### src/lmgs_pkg.sv
// Shared constants, queue entry type and glyph font for the LED matrix scan shifter.
package lmgs_pkg;

  localparam int ROW_COUNT   = 8;
  localparam int ROW_W       = $clog2(ROW_COUNT);
  localparam int GLYPH_COUNT = 13;
  localparam int GLYPH_W     = 4;
  localparam int QUEUE_DEPTH = 2;

  localparam logic [GLYPH_W-1:0] BLANK_GLYPH = GLYPH_W'(12);
  localparam logic [7:0]         POINT_MASK_RESET = 8'h80;

  typedef struct packed {
    logic [GLYPH_W-1:0] glyph;
    logic               show_point;
  } entry_t;

  function automatic logic [7:0] font_row(input logic [GLYPH_W-1:0] glyph,
                                          input logic [ROW_W-1:0] row);
    logic [63:0] word;
    begin
      case (glyph)
        4'd0:    word = 64'h0000_3c42_423c_0000;
        4'd1:    word = 64'h0000_407e_4644_0000;
        4'd2:    word = 64'h0000_4e5a_5276_0000;
        4'd3:    word = 64'h0000_7e4a_4a42_0000;
        4'd4:    word = 64'h0000_107c_101e_0000;
        4'd5:    word = 64'h0000_7a4a_4a4e_0000;
        4'd6:    word = 64'h0000_7a4a_4a7e_0000;
        4'd7:    word = 64'h0000_060a_7a02_0000;
        4'd8:    word = 64'h0000_7e4a_4a7e_0000;
        4'd9:    word = 64'h0000_7e4a_4a6e_0000;
        4'd10:   word = 64'h0000_0008_0808_0800;
        4'd11:   word = 64'h0066_4242_427e_0001;
        default: word = 64'h0;
      endcase
      font_row = word[{row, 3'b000} +: 8];
    end
  endfunction

endpackage

### src/lmgs_front.sv
// Front end: accept glyph requests, map out-of-font indices to blank, and queue them.
module lmgs_front import lmgs_pkg::*; #(
  parameter int DEPTH = QUEUE_DEPTH
) (
  input  logic               clk,
  input  logic               rst,
  input  logic               push,
  input  logic [GLYPH_W-1:0] glyph_index,
  input  logic               show_point,
  output logic               full,
  output entry_t             q_entry,
  output logic               q_valid,
  input  logic               q_take
);

  localparam int PTR_W = (DEPTH > 1) ? $clog2(DEPTH) : 1;
  localparam int CNT_W = $clog2(DEPTH + 1);

  entry_t             slots [DEPTH];
  logic [PTR_W-1:0]   wr_ptr;
  logic [PTR_W-1:0]   rd_ptr;
  logic [CNT_W-1:0]   count;
  logic               wr_en;
  logic               rd_en;
  entry_t             classified;

  always_comb begin
    classified.show_point = show_point;
    if (({1'b0, glyph_index} >= (GLYPH_W + 1)'(GLYPH_COUNT)) || (glyph_index >= BLANK_GLYPH)) begin
      classified.glyph = BLANK_GLYPH;
    end else begin
      classified.glyph = glyph_index;
    end
  end

  assign full    = (count == CNT_W'(DEPTH));
  assign q_valid = (count != '0);
  assign q_entry = slots[rd_ptr];
  assign wr_en   = push && !full;
  assign rd_en   = q_take && q_valid;

  always_ff @(posedge clk) begin
    if (wr_en) begin
      slots[wr_ptr] <= classified;
    end
  end

  always_ff @(posedge clk) begin
    if (rst) begin
      wr_ptr <= '0;
      rd_ptr <= '0;
      count  <= '0;
    end else begin
      if (wr_en) begin
        wr_ptr <= (wr_ptr == PTR_W'(DEPTH - 1)) ? '0 : wr_ptr + 1'b1;
      end
      if (rd_en) begin
        rd_ptr <= (rd_ptr == PTR_W'(DEPTH - 1)) ? '0 : rd_ptr + 1'b1;
      end
      if (wr_en && !rd_en) begin
        count <= count + 1'b1;
      end else if (rd_en && !wr_en) begin
        count <= count - 1'b1;
      end
    end
  end

endmodule

### src/lmgs_back.sv
// Back end: walk queued glyph rows/phases; register a transfer per cycle unless stalled.
module lmgs_back import lmgs_pkg::*; (
  input  logic       clk,
  input  logic       rst,
  input  logic [7:0] point_mask,
  input  entry_t     q_entry,
  input  logic       q_valid,
  output logic       q_take,
  input  logic       pop,
  output logic       empty,
  output logic       step_kind,
  output logic [7:0] shift_byte,
  output logic       last_step
);

  localparam logic [1:0]       PH_COL   = 2'd0;
  localparam logic [1:0]       PH_ROW   = 2'd1;
  localparam logic [1:0]       PH_LATCH = 2'd2;
  localparam logic [ROW_W-1:0] ROW_LAST = ROW_W'(ROW_COUNT - 1);

  logic [ROW_W-1:0] row;
  logic [1:0]       phase;
  logic             out_valid;
  logic             advance;
  logic             emit;
  logic             kind_next;
  logic [7:0]       byte_next;
  logic             last_next;
  logic [7:0]       glyph_byte;

  assign advance = !out_valid || pop;
  assign emit    = advance && q_valid;
  assign q_take  = emit && (row == ROW_LAST) && (phase == PH_LATCH);
  assign empty   = !out_valid;

  always_comb begin
    glyph_byte = font_row(q_entry.glyph, row);
    if ((row == ROW_LAST) && q_entry.show_point) begin
      glyph_byte = glyph_byte | point_mask;
    end
    kind_next = 1'b0;
    byte_next = 8'h00;
    last_next = 1'b0;
    case (phase)
      PH_COL: begin
        byte_next = ~(8'h01 << row);
      end
      PH_ROW: begin
        byte_next = glyph_byte;
      end
      PH_LATCH: begin
        kind_next = 1'b1;
        last_next = (row == ROW_LAST);
      end
      default: begin
        byte_next = 8'h00;
      end
    endcase
  end

  always_ff @(posedge clk) begin
    if (rst) begin
      row       <= '0;
      phase     <= PH_COL;
      out_valid <= 1'b0;
    end else if (emit) begin
      out_valid <= 1'b1;
      if (phase == PH_LATCH) begin
        phase <= PH_COL;
        row   <= (row == ROW_LAST) ? '0 : row + 1'b1;
      end else begin
        phase <= phase + 1'b1;
      end
    end else if (advance) begin
      out_valid <= 1'b0;
    end
  end

  always_ff @(posedge clk) begin
    if (emit) begin
      step_kind  <= kind_next;
      shift_byte <= byte_next;
      last_step  <= last_next;
    end
  end

endmodule

### src/led_matrix_glyph_scan_shifter_core.sv
// A glyph pushed into an empty queue is written to a slot, then the back end registers
// its first transfer. Each glyph gives 24 transfers, one per cycle unless stalled;
// the row/phase sequencer sets the rate; queued glyphs follow each other with no gap.
// Reset (rst, synchronous): queue and output empty, sequencer at row 0, point_mask = 0x80.
// Configuration is always ready; write point_mask only while no glyph is in flight.
module led_matrix_glyph_scan_shifter_core import lmgs_pkg::*; #(
  parameter int DEPTH = QUEUE_DEPTH
) (
  input  logic               clk,
  input  logic               rst,
  input  logic               push,
  output logic               full,
  input  logic [GLYPH_W-1:0] glyph_index,
  input  logic               show_point,
  output logic               empty,
  input  logic               pop,
  output logic               step_kind,
  output logic [7:0]         shift_byte,
  output logic               last_step,
  input  logic               cfg_valid,
  output logic               cfg_ready,
  input  logic [7:0]         cfg_data
);

  logic [7:0] point_mask;
  entry_t     q_entry;
  logic       q_valid;
  logic       q_take;

  assign cfg_ready = 1'b1;

  always_ff @(posedge clk) begin
    if (rst) begin
      point_mask <= POINT_MASK_RESET;
    end else if (cfg_valid && cfg_ready) begin
      point_mask <= cfg_data;
    end
  end

  lmgs_front #(.DEPTH(DEPTH)) u_front (
    .clk         (clk),
    .rst         (rst),
    .push        (push),
    .glyph_index (glyph_index),
    .show_point  (show_point),
    .full        (full),
    .q_entry     (q_entry),
    .q_valid     (q_valid),
    .q_take      (q_take)
  );

  lmgs_back u_back (
    .clk        (clk),
    .rst        (rst),
    .point_mask (point_mask),
    .q_entry    (q_entry),
    .q_valid    (q_valid),
    .q_take     (q_take),
    .pop        (pop),
    .empty      (empty),
    .step_kind  (step_kind),
    .shift_byte (shift_byte),
    .last_step  (last_step)
  );

  a_last_is_latch: assert property (@(posedge clk) disable iff (rst)
    (!empty && last_step) |-> step_kind)
    else $error("last transfer of a glyph is not a latch");

  a_latch_zero: assert property (@(posedge clk) disable iff (rst)
    (!empty && step_kind) |-> (shift_byte == 8'h00))
    else $error("latch transfer carries a nonzero byte");

  a_reset_empty: assert property (@(posedge clk) disable iff (rst)
    $past(rst) |-> (empty && !full))
    else $error("queue or output not empty after reset");

  a_take_on_latch: assert property (@(posedge clk) disable iff (rst)
    q_take |=> (!empty && step_kind && last_step))
    else $error("glyph retired without its final latch");

endmodule

### config.mk
export PLATFORM = sky130hd
export DESIGN_NAME = led_matrix_glyph_scan_shifter_core
export DESIGN_NICKNAME = d
export VERILOG_FILES = /design/src/lmgs_pkg.sv /design/src/lmgs_front.sv /design/src/lmgs_back.sv /design/src/led_matrix_glyph_scan_shifter_core.sv
export SDC_FILE = /design/constraint.sdc
export NUM_CORES = 1
export LEC_CHECK = 0
export BUFFER_PORTS_ARGS = -buffer_cell sky130_fd_sc_hd__buf_2
export CAP_MARGIN = 30
export CORE_MARGIN = 10
export CORE_UTILIZATION = 50
export CTS_BUF_LIST = sky130_fd_sc_hd__clkbuf_8
export DETAILED_ROUTE_END_ITERATION = 10
export GPL_TIMING_DRIVEN = 0
export MAX_ROUTING_LAYER = met4
export PLACE_DENSITY = 0.7
export SYNTH_ARGS = -nofsm -noshare
export SYNTH_HDL_FRONTEND = slang
export SYNTH_SLANG_ARGS = --single-unit
export TNS_END_PERCENT = 20
### constraint.sdc
create_clock -name clk -period 7.1 [get_ports clk]
set_input_delay 1.42 -clock clk [delete_from_list [all_inputs] [get_ports clk]]
set_output_delay 1.42 -clock clk [all_outputs]
set_load 0.01 [all_outputs]
==> results of run 1 <==
through the flow:
stage	util (%)	hold slack, ns	std cells	worst slack (ns)
detailed placement	55.5	0.488	369	3.74
floorplan	-	0.455	272	4.09
CTS	57.8	0.507	377	4.08
global placement	55.5	0.484	369	3.84
finish	57.8	0.508	377	4.10
global route	57.8	0.537	377	3.89
logic make-up after synthesis:
logic type                 share of synthesized area, %
muxes                                              9.71
AOI/OAI and AO/OA                                  21.1
xor gates and xnor gates                           1.70
DFF                                                38.1
other                                             0.145
buffers and inverters                              5.15
adders and majority gates                          7.28
and+or+nand+nor                                    16.8
registers in the layout, indices dropped and copies added (netlist names), named ones only:
register and count:
u_back.step_kind 1, u_front.wr_ptr 1, u_back.last_step 1, u_front.rd_ptr 1
u_back.phase 2, u_back.shift_byte 8, u_front.count 2, u_back.out_valid 1
u_front.slots 10, u_back.row 3, point_mask 8
where the power goes:
group | switching [mW] | internal [mW]
Sequential | 0.0128 | 0.272
Combinational | 0.108 | 0.0727
Clock | 0.0797 | 0.105
Total | 0.200 | 0.449
critical path: cells and delay by family (launching register included):
kind / cells / cell delay (ns)
AOI/OAI and AO/OA: 3 / 0.80
adders and majority gates: 1 / 0.37
buffers and inverters: 4 / 0.68
muxes: 2 / 0.52
DFF: 1 / 0.46
synthesized netlist by cell type, types with 3 or more instances:
master	n	area [sq um]
sky130_fd_sc_hd__nor2_1	32	120
sky130_fd_sc_hd__and3_1	3	18.8
sky130_fd_sc_hd__clkbuf_1	11	41.3
sky130_fd_sc_hd__buf_2	4	20.0
sky130_fd_sc_hd__nand2_1	21	78.8
sky130_fd_sc_hd__a21o_1	4	30.0
sky130_fd_sc_hd__nor3b_1	3	22.5
sky130_fd_sc_hd__nor2b_1	5	31.3
sky130_fd_sc_hd__a221oi_1	3	26.3
sky130_fd_sc_hd__o21ai_0	8	40.0
sky130_fd_sc_hd__nand2b_1	6	37.5
sky130_fd_sc_hd__nor3_1	3	15.0
sky130_fd_sc_hd__a21oi_1	11	55.1
sky130_fd_sc_hd__edfxtp_1	20	601
sky130_fd_sc_hd__mux2_2	3	33.8
sky130_fd_sc_hd__a31oi_1	4	25.0
sky130_fd_sc_hd__o211ai_1	5	37.5
sky130_fd_sc_hd__xor2_1	4	35.0
sky130_fd_sc_hd__nand3_1	6	30.0
sky130_fd_sc_hd__a21boi_0	3	22.5
sky130_fd_sc_hd__mux2i_1	15	150
sky130_fd_sc_hd__a211oi_1	4	30.0
sky130_fd_sc_hd__a221o_1	3	30.0
sky130_fd_sc_hd__inv_1	10	37.5
sky130_fd_sc_hd__ha_1	15	188
sky130_fd_sc_hd__dfxtp_1	19	380
metal layers:
| metal | track usage (%) | part of all wire, % |
|---|---|---|
| met5 | - | 0 |
| met4 | 6.81 | 2.4 |
| met3 | 4.32 | 7.0 |
| met2 | 21.5 | 45 |
| met1 | 17.6 | 46 |
worst max-delay path by stage:
stage,from,to,slack [ns],depth (start not counted)
2_1_floorplan,pop,u_front.count[1],4.09,6
6_report,flip-flop,u_back.shift_byte[4],4.10,10
5_1_grt,pop,u_front.count[1],3.89,7
4_1_cts,pop,u_front.count[1],4.08,7
3_5_place_dp,pop,u_front.count[1],3.74,7
3_3_place_gp,pop,u_front.count[1],3.84,7
cell type report:
type                    instances  area (sq um)
clock inverters                 3          43.8
inverters                      10          37.5
multi-input cells             203          1460
well taps                      70          87.6
fillers                       454          2130
clock buffers                   5          68.8
plain buffers                  20          95.1
repair buffers                 27           135
flip-flops and latches         39           981
==> results by group, run 1 <==
Status
  – Run status: finished clean

Synth
  – Syn_area_per_cell: 9.48 sq um
  – Count of distinct cell types in the synthesized netlist: 62
  – Register area share after synthesis: 38.1%
  – Main synth FF type: sky130_fd_sc_hd__edfxtp_1
  – Post-synthesis register bit count: 39
  – Number of flops mapped to enable cells by yosys: 20
  – Gate count after technology mapping: 272
  – Count of synthesis-stage warnings from yosys: 0
  – Post-Synthesis Net Count: 305
  – Async SR Flop Fraction: 0%
  – Area of the mapped netlist: 2580 sq um

Finish
  – Most frequent standard cell in the layout excluding fill and tap cells: sky130_fd_sc_hd__nor2_1
  – Area added between synthesis and finish: 13.0%
  – Number of nets in the layout: 339
  – Layout cells sized above 1: 18.2%
  – Final instance area: 2910 sq um
  – Leading cell types in the layout, fill and taps excluded: sky130_fd_sc_hd__nor2_1 (32), sky130_fd_sc_hd__buf_2 (31), sky130_fd_sc_hd__nand2_1 (21)
  – Antenna diode instance count: 0

Clock tree
  – Post-CTS setup repair buffer count: 0
  – Clk Latency, worst-skew pair: 0.29 ns
  – Post-CTS Resized: 0
  – Library cell used as clock root buffer: sky130_fd_sc_hd__clkbuf_8
  – CTS HTree Levels: 2
  – CTS tree: built
  – Buffers from clock root to sink, at most: 2
  – Clock tree sinks: 39
  – Hold buffer count at CTS: 0
  – Clock transition at path regs: ~0.080 ns
  – Total CTS buffers: 5

Placed design
  – Post-detail-place hpwl: 4450 um
  – Routability Congestion: around 0.93
  – Port buffer count: 27
  – Cell area after placement: 2800 sq um

Timing
  – Number of pins with negative max-slew slack in the final report: 0
  – Fmax: about 330 MHz
  – Hold violation total from the final report: 0
  – Final clock skew: a little under 0.007 ns
  – Finish-stage setup viols: 0
  – Aggregate negative setup slack: 0 ns
  – Worst slew pin tran: 0.902 ns
  – Slew headroom: 39.6%
  – RSZ-0062 raised after global routing: no
  – Final Cycle Share: ~42%
  – Clock period minus final worst setup slack: 3.00 ns

Detailed routing
  – Number of detailed-route iterations in the first pass: 5
  – Starting DRT DRC Count: between 200 and 250
  – Remaining routing DRC violations: 0
  – Routed WL: just under 6000 um
  – Detailed-route wire length per cell: 15.5 um
  – Via total after detailed routing: about 2200
  – Routed Antenna Nets: 0
  – Via density per instance: 5.72

Worst hold path
  – Number of stages on the worst hold path: 2
  – Path type of the worst min-delay path: flip-flop to flip-flop
  – Launch instance of the worst min-delay path: u_front.rd_ptr
  – Hold endpoint: u_front.rd_ptr

Global routing
  – Total global-route track usage: 14.5%
  – Wire length of the first global-routing pass: 9840 um
  – Grt total ovfl: 0
  – Number of antenna violations at the first check in global routing: 0
  – Pin count of the biggest net entering global routing: 14
  – Via count of the first global-routing pass: roughly 2100

Critical path
  – Worst setup SP type: flip-flop
  – Worst-case register-to-register setup slack: 4.10 ns
  – Critical path class: flip-flop to flip-flop
  – CP Data Required Time: 7.21 ns
  – Cell depth of the worst flop-to-flop path: 10
  – Crit end category: flip-flop
  – Largest stage delay on the critical path: 0.46 ns
  – CP max-delay cell: sky130_fd_sc_hd__dfxtp_1
  – Maximum fanout encountered on the critical timing path: 10
  – Critical path's most frequent cell: sky130_fd_sc_hd__inv_1
  – Crit path DAT: 3.12 ns
  – Reg-to-reg critical path endpoint: u_back.shift_byte[4]
  – Ordered cell list for the critical path: buf_6, buf_4, mux2_2, inv_1, ha_1, inv_1, mux2i_1, a2111oi_2, a211oi_1, a221oi_2

Floorplan
  – Height of the die: between 90 and 100 um
  – Number of primary I/O pins: 31
  – Die Wd: 91.8 um
  – Starting Density: 51.1%
  – Area enclosed by the die boundary: 8430 sq um
  – Rows: 26
  – Placeable core region: between 5000 and 6000 sq um

Flow run
  – MaxCap Viol Count: 0

Power and ir drop
  – Static leakage: approximately 1.1 nW
  – Total power density per cell area: 223 nW/um^2
  – Final Total Pwr: around 0.65 mW
  – Worst ir drop on vdd: roughly 0.17 mV
Note: power is estimated with default switching activity, not from simulation.
==> run 2, diff against run 1 <==
==> constraint.sdc (replaced) <==
create_clock -name clk -period 2.85 [get_ports clk]
set_input_delay 0.57 -clock clk [delete_from_list [all_inputs] [get_ports clk]]
set_output_delay 0.57 -clock clk [all_outputs]
set_load 0.01 [all_outputs]
==> run 2 against run 1 <==
Net effect:
- clock power grew to 2.5 times the previous value
- sequential share of layout area decreased by 0.14 points
- register-to-register slack lost 4.0 ns
- flip-flop and latch count did not move
- setup slack lost 4.0 ns
- hold slack lost 0.051 ns
- non-clock buffer count stayed put
- sequential power up 150%
- highest routed layer unchanged
==> results by group, run 2 (synthesis results as in run 1) <==
Placed design
  – Count of placed standard cells including taps: 369 (unchanged)
  – Cell area after placement: 2800 sq um (unchanged)
  – Post-detail-place hpwl: 4450 um (unchanged)
  – Port buffer count: 27 (unchanged)
  – Routability Congestion: 0.933 (unchanged)

Timing
  – RSZ-0062 raised after global routing: no
  – Worst hold slack after final layout: 0.457 ns (-0.0511 ns)
  – Clock period minus final worst setup slack: 2.73 ns (-0.272 ns)
  – Slew headroom: 38.9% (-0.69 points)
  – Number of pins with negative max-slew slack in the final report: 0 (unchanged)
  – Worst slew pin tran: 0.913 ns (+0.0103 ns)
  – Hold violation total from the final report: 0 (unchanged)
  – Final Cycle Share: 95.8% (+54 points)
  – Finish-stage setup viols: 0 (unchanged)
  – Fmax: 366 MHz (+10%)
  – Final clock skew: 0.00739 ns (+0.000628 ns)

Critical path
  – Crit end category: flip-flop
  – Ordered cell list for the critical path: buf_6, buf_4, mux2_4, inv_2, ha_2, inv_1, mux2i_1, a2111oi_2, a211oi_1, a221oi_2
  – Worst setup SP type: flip-flop
  – Crit path DAT: 2.84 ns (-0.28 ns)
  – CP Data Required Time: 2.96 ns (-4.25 ns)
  – CP Buf/Inv Count: 4 (unchanged)
  – Critical path class: flip-flop to flip-flop
  – Largest stage delay on the critical path: 0.40 ns (-0.06 ns)
  – Maximum fanout encountered on the critical timing path: 10 (unchanged)
  – CP max-delay cell: sky130_fd_sc_hd__dfxtp_2
  – Largest delay share family, worst path: compound AO/OA/AOI/OAI gates

Detailed routing
  – Detailed-route wire length per cell: 15.4 um (-0.14%)
  – Via density per instance: 5.76 (+0.65%)
  – Routed Antenna Nets: 0 (unchanged)
  – Remaining routing DRC violations: 0 (unchanged)
  – Starting DRT DRC Count: 261 (+10%)
  – Number of detailed-route iterations in the first pass: 4 (-1)
  – Via total after detailed routing: 2170 (+0.65%)
  – Routed WL: 5820 um (-0.14%)

Floorplan
  – Area enclosed by the die boundary: 8430 sq um (unchanged)
  – Rows: 26 (unchanged)
  – Die Wd: 91.8 um (unchanged)
  – Starting Density: 51.1% (unchanged)
  – Height of the die: 91.8 um (unchanged)
  – Placeable core region: 5040 sq um (unchanged)
  – Number of primary I/O pins: 31 (unchanged)

Finish
  – Number of cells in the finished layout apart from fillers: 377 (unchanged)
  – Largest Register: u_front.slots
  – Area added between synthesis and finish: 13.6%
  – Most frequent standard cell in the layout excluding fill and tap cells: sky130_fd_sc_hd__nor2_1
  – Antenna diode instance count: 0 (unchanged)
  – Fill cell total of the finished layout: 451 (-0.66%)
  – Largest registers: u_front.slots (10), point_mask (8), u_back.shift_byte (8)
  – Number of nets in the layout: 339 (unchanged)
  – Final instance area: 2930 sq um (+0.56%)
  – Flip-flop count of the largest register, all copies and words added: 10 (unchanged)
  – Leading cell types in the layout, fill and taps excluded: sky130_fd_sc_hd__nor2_1 (32), sky130_fd_sc_hd__buf_2 (31), sky130_fd_sc_hd__nand2_1 (21)
  – Layout cells sized above 1: 19.2% (+0.98 points)
  – Post-route core utilization: 58.1% (+0.32 points)

Clock tree
  – Buffers from clock root to sink, at most: 2 (unchanged)
  – Clk Latency, worst-skew pair: 0.30 ns (about the same)
  – Clock tree sinks: 39 (unchanged)
  – Total CTS buffers: 5 (unchanged)
  – Clock transition at path regs: 0.08 ns (about the same)
  – CTS HTree Levels: 2 (unchanged)
  – CTS tree: built
  – Library cell used as clock root buffer: sky130_fd_sc_hd__clkbuf_8
  – Post-CTS setup repair buffer count: 0 (unchanged)

Global routing
  – Pin count of the biggest net entering global routing: 14 (unchanged)
  – Grt total ovfl: 0 (unchanged)
  – Wire length of the first global-routing pass: 9840 um (unchanged)
  – Via count of the first global-routing pass: 2143 (unchanged)
  – Total global-route track usage: 14.5% (unchanged)
  – Number of antenna violations at the first check in global routing: 0 (unchanged)

Power and ir drop
  – Total power density per cell area: 557 nW/um^2 (+150%)
  – Static leakage: 1.15 nW (+0.13%)
  – Worst ir drop on vdd: 0.421 mV (+150%)

Flow run
  – MaxCap Viol Count: 0 (unchanged)

Worst hold path
  – Path type of the worst min-delay path: primary input to flip-flop

Status
  – Run status: finished clean
## run 2: final timing paths
check | startpoint | to | slack (ns) | depth (start not counted)
worst max-delay path | flip-flop | u_back.shift_byte[4] | 0.12 | 10
worst min-delay path | show_point | u_front.slots[0][0] | 0.46 | 1
worst max register to register | flip-flop | u_back.shift_byte[4] | 0.12 | 10
worst min register to register | u_front.rd_ptr | u_front.rd_ptr | 0.51 | 2
## run 2: report_power, final
part / switching, mW / internal, mW
clock: 0.204 / 0.261
sequential: 0.0325 / 0.678
combinational: 0.271 / 0.185
## run 2: what timing repair did
action / 4_1_cts / 5_1_grt
setup endpoints to repair: 2 / 2
hold buffers: 0 / 0
pin swaps: 0 / 1
resized for setup: 3 / 2
## run 2: final cells by class
| cell class | count | area [sq um] | area share [%] |
|---|---|---|---|
| multi-input cells | 203 | 1480 | 50.5 |
| flip-flops and latches | 39 | 982 | 33.5 |
| repair buffers | 27 | 135 | 4.61 |
| plain buffers | 20 | 95.1 | 3.25 |
| well taps | 70 | 87.6 | 2.99 |
| clock buffers | 5 | 68.8 | 2.35 |
| clock inverters | 3 | 43.8 | 1.50 |
| inverters | 10 | 37.5 | 1.28 |
## run 2: routing by layer
| layer | global-route usage (%) | share of wire (%) | vias up |
|---|---|---|---|
| met5 | - | 0 | - |
| met4 | 6.81 | 3.4 | 0 |
| met3 | 4.32 | 7.2 | 24 |
| met2 | 21.5 | 44 | 86 |
| met1 | 17.6 | 46 | 989 |
| li1 | - | - | 1071 |
## run 2: through the flow
stage	worst slack, ns	power (mW)	setup TNS (ns)
after floorplan	0.283	1.04	0
after global placement	-0.0874	1.16	-0.106
after detailed placement	-0.113	1.17	-0.156
after CTS	0.0477	1.64	0
after global routing	0.0442	1.73	0
final	0.119	1.63	0
## run 2: worst register-to-register path: stages (launching register included)
cell	delay (ns)
sky130_fd_sc_hd__dfxtp_2	0.40
sky130_fd_sc_hd__buf_6	0.18
sky130_fd_sc_hd__buf_4	0.20
sky130_fd_sc_hd__mux2_4	0.37
sky130_fd_sc_hd__inv_2	0.11
sky130_fd_sc_hd__ha_2	0.34
sky130_fd_sc_hd__inv_1	0.10
sky130_fd_sc_hd__mux2i_1	0.09
sky130_fd_sc_hd__a2111oi_2	0.37
sky130_fd_sc_hd__a211oi_1	0.11
sky130_fd_sc_hd__a221oi_2	0.27
==> run 3, diff against run 2 <==
--- a/config.mk
+++ b/config.mk
@@ -14,6 +14,7 @@
 export GPL_TIMING_DRIVEN = 0
 export MAX_ROUTING_LAYER = met4
 export PLACE_DENSITY = 0.7
+export SETUP_SLACK_MARGIN = 0.15
 export SYNTH_ARGS = -nofsm -noshare
 export SYNTH_HDL_FRONTEND = slang
 export SYNTH_SLANG_ARGS = --single-unit
==> constraint.sdc (replaced) <==
create_clock -name clk -period 2.85 [get_ports clk]
set_input_delay 0.285 -clock clk [delete_from_list [all_inputs] [get_ports clk]]
set_output_delay 0.285 -clock clk [all_outputs]
set_load 0.01 [all_outputs]
==> run 3 against run 2 <==
Net effect:
- core utilization increased by 0.40 points
- via count decreased by 0.23%
- clock skew increased by 0.0011 ns
- count of clock-buffer cells in the layout unchanged
- clock power about the same
- hold slack got worse by 0.28 ns
- die area unchanged
- critical endpoint unchanged
- first-iteration DRC count increased by 1.9%
- sequential share of layout area decreased by 0.14 points
- flip-flop and latch count unchanged
==> results by group, run 3 (synthesis results as in run 1) <==
Finish
  – Post-route core utilization: 58.5% (+0.40 points)
  – Largest registers: u_front.slots (10), point_mask (8), u_back.shift_byte (8)
  – Area added between synthesis and finish: 14.4%
  – Fill cell total of the finished layout: 447 (-0.89%)
  – Flip-flop count of the largest register, all copies and words added: 10 (unchanged)
  – Leading cell types in the layout, fill and taps excluded: sky130_fd_sc_hd__nor2_1 (32), sky130_fd_sc_hd__buf_2 (31), sky130_fd_sc_hd__nand2_1 (21)
  – Antenna diode instance count: 0 (unchanged)
  – Number of nets in the layout: 339 (unchanged)
  – Layout cells sized above 1: 19.2% (unchanged)
  – Largest Register: u_front.slots
  – Most frequent standard cell in the layout excluding fill and tap cells: sky130_fd_sc_hd__nor2_1

Power and ir drop
  – Static leakage: 1.15 nW (+0.32%)
  – Total power density per cell area: 554 nW/um^2 (-0.51%)
  – Clock power share: 28.4% (about the same)
  – Logic pwr share: 28.2% (+0.2 points)
  – Internal Power: 1.13 mW (+0.28%)
  – Net switching component of the power: 0.507 mW (about the same)
  – Share of power burned in registers: 43.4% (-0.2 points)
  – Switch share: 31.0% (-0.073 points)
  – Worst ir drop on vdd: 0.420 mV (-0.30%)

Floorplan
  – Die Wd: 91.8 um (unchanged)
  – Rows: 26 (unchanged)
  – Number of primary I/O pins: 31 (unchanged)
  – Area enclosed by the die boundary: 8430 sq um (unchanged)
  – Placeable core region: 5040 sq um (unchanged)
  – Starting Density: 51.1% (unchanged)
  – Height of the die: 91.8 um (unchanged)

Detailed routing
  – Detailed-route wire length per cell: 15.6 um (+0.77%)
  – Remaining routing DRC violations: 0 (unchanged)
  – Routed WL: 5860 um (+0.77%)
  – Routed Antenna Nets: 0 (unchanged)
  – Via density per instance: 5.74 (-0.23%)
  – Starting DRT DRC Count: 266 (+1.9%)
  – Number of detailed-route iterations in the first pass: 5 (+1)
  – Via total after detailed routing: 2165 (-0.23%)

Placed design
  – Port buffer count: 27 (unchanged)
  – Post-detail-place hpwl: 4450 um (unchanged)
  – Worst Setup Slack post-DPL: -0.113 ns (unchanged)
  – Routability Congestion: 0.933 (unchanged)

Timing
  – Slew headroom: 40.7% (+1.7 points)
  – RSZ-0062 raised after global routing: yes
  – Min setup slack post-route: 0.267 ns (+0.148 ns)
  – Worst slew pin tran: 0.887 ns (-0.0258 ns)
  – Fmax: 387 MHz (+5.7%)
  – Clock period minus final worst setup slack: 2.58 ns (-0.148 ns)
  – Finish-stage setup viols: 0 (unchanged)
  – Hold violation total from the final report: 0 (unchanged)
  – Final Cycle Share: 90.6% (-5.2 points)
  – Number of pins with negative max-slew slack in the final report: 0 (unchanged)
  – Final clock skew: 0.00846 ns (+0.00107 ns)
  – Aggregate negative setup slack: 0 ns (unchanged)

Critical path
  – CP Data Required Time: 2.96 ns (about the same)
  – Worst setup SP type: flip-flop
  – Ordered cell list for the critical path: buf_8, buf_6, mux2_4, inv_2, ha_4, inv_1, mux2i_1, a2111oi_2, a211oi_1, a221oi_2
  – CP max-delay cell: sky130_fd_sc_hd__a2111oi_2
  – Crit end category: flip-flop
  – Largest stage delay on the critical path: 0.44 ns (+0.04 ns)
  – Largest delay share family, worst path: compound AO/OA/AOI/OAI gates
  – Maximum fanout encountered on the critical timing path: 10 (unchanged)
  – Crit path DAT: 2.70 ns (-0.14 ns)
  – CP Buf/Inv Count: 4 (unchanged)
  – Critical path class: flip-flop to flip-flop

Clock tree
  – Clk Latency, worst-skew pair: 0.30 ns (about the same)
  – CTS HTree Levels: 2 (unchanged)
  – Clock transition at path regs: 0.08 ns (about the same)
  – Total CTS buffers: 5 (unchanged)
  – Buffers from clock root to sink, at most: 2 (unchanged)
  – Hold buffer count at CTS: 0 (unchanged)
  – Library cell used as clock root buffer: sky130_fd_sc_hd__clkbuf_8
  – Clock tree sinks: 39 (unchanged)
  – CTS tree: built

Global routing
  – Grt total ovfl: 0 (unchanged)
  – Via count of the first global-routing pass: 2150 (+0.33%)
  – Pin count of the biggest net entering global routing: 14 (unchanged)
  – Wire length of the first global-routing pass: 9840 um (unchanged)
  – Total global-route track usage: 14.5% (unchanged)
  – Number of antenna violations at the first check in global routing: 0 (unchanged)

Status
  – Run status: finished clean

Flow run
  – MaxCap Viol Count: 0 (unchanged)

Worst hold path
  – Path type of the worst min-delay path: primary input to flip-flop
[run 3: cell count changes in the layout (fill, tap and decap cells not counted)]
cell / change
sky130_fd_sc_hd__dfxtp_2: -1
sky130_fd_sc_hd__ha_4: +1
sky130_fd_sc_hd__ha_2: -1
sky130_fd_sc_hd__dfxtp_4: +1
sky130_fd_sc_hd__buf_4: -1
sky130_fd_sc_hd__buf_8: +1
[run 3: layer usage]
layer,wire length [um],up-vias,track usage [%]
met4,192,0,6.94
met2,2570,83,21.5
met5,0,-,-
met1,2680,993,17.5
met3,424,18,4.32
li1,-,1071,-
[run 3: path summary, 6_finish.rpt]
| path | startpoint | endpoint | slack, ns | depth (start not counted) |
|---|---|---|---|---|
| max | flip-flop | u_back.shift_byte[4] | 0.27 | 10 |
| min | show_point | u_front.slots[0][0] | 0.18 | 1 |
| max reg2reg | flip-flop | u_back.shift_byte[4] | 0.27 | 10 |
| min reg2reg | u_front.rd_ptr | flip-flop | 0.51 | 2 |
[run 3: what timing repair did]
item	CTS	global route
pin swaps	1	1
buffers inserted	0	0
endpoints found under the setup margin	3	6
gates cloned	0	0
hold endpoints to repair	0	0
resized for setup	4	5
[run 3: layout make-up]
class | count | area (sq um) | area share (%)
buffer | 20 | 103 | 3.48
clock buffer | 5 | 68.8 | 2.33
clock inverter | 3 | 43.8 | 1.48
inverter | 10 | 37.5 | 1.27
multi-input combinational | 203 | 1490 | 50.5
sequential | 39 | 985 | 33.4
tap | 70 | 87.6 | 2.97
timing repair buffer | 27 | 135 | 4.58
[run 3: per-stage QoR]
stage                     hold slack (ns)  std cells  power [mW]  area (sq um)
after detailed placement            0.479        369        1.17          2800
after global routing                0.184        377        1.73          2950
final                               0.176        377        1.63          2950
after global placement              0.477        369        1.16          2800
after CTS                           0.166        377        1.64          2920
after floorplan                     0.384        272        1.04          2580
[run 3: power groups by stage]
stage          logic [mW]  clock network, mW  registers, mW
3_5_place_dp        0.445                  0          0.723
5_1_grt             0.517              0.494          0.720
2_1_floorplan       0.309                  0          0.733
3_3_place_gp        0.442                  0          0.720
6_report            0.461              0.464          0.709
4_1_cts             0.452              0.475          0.710
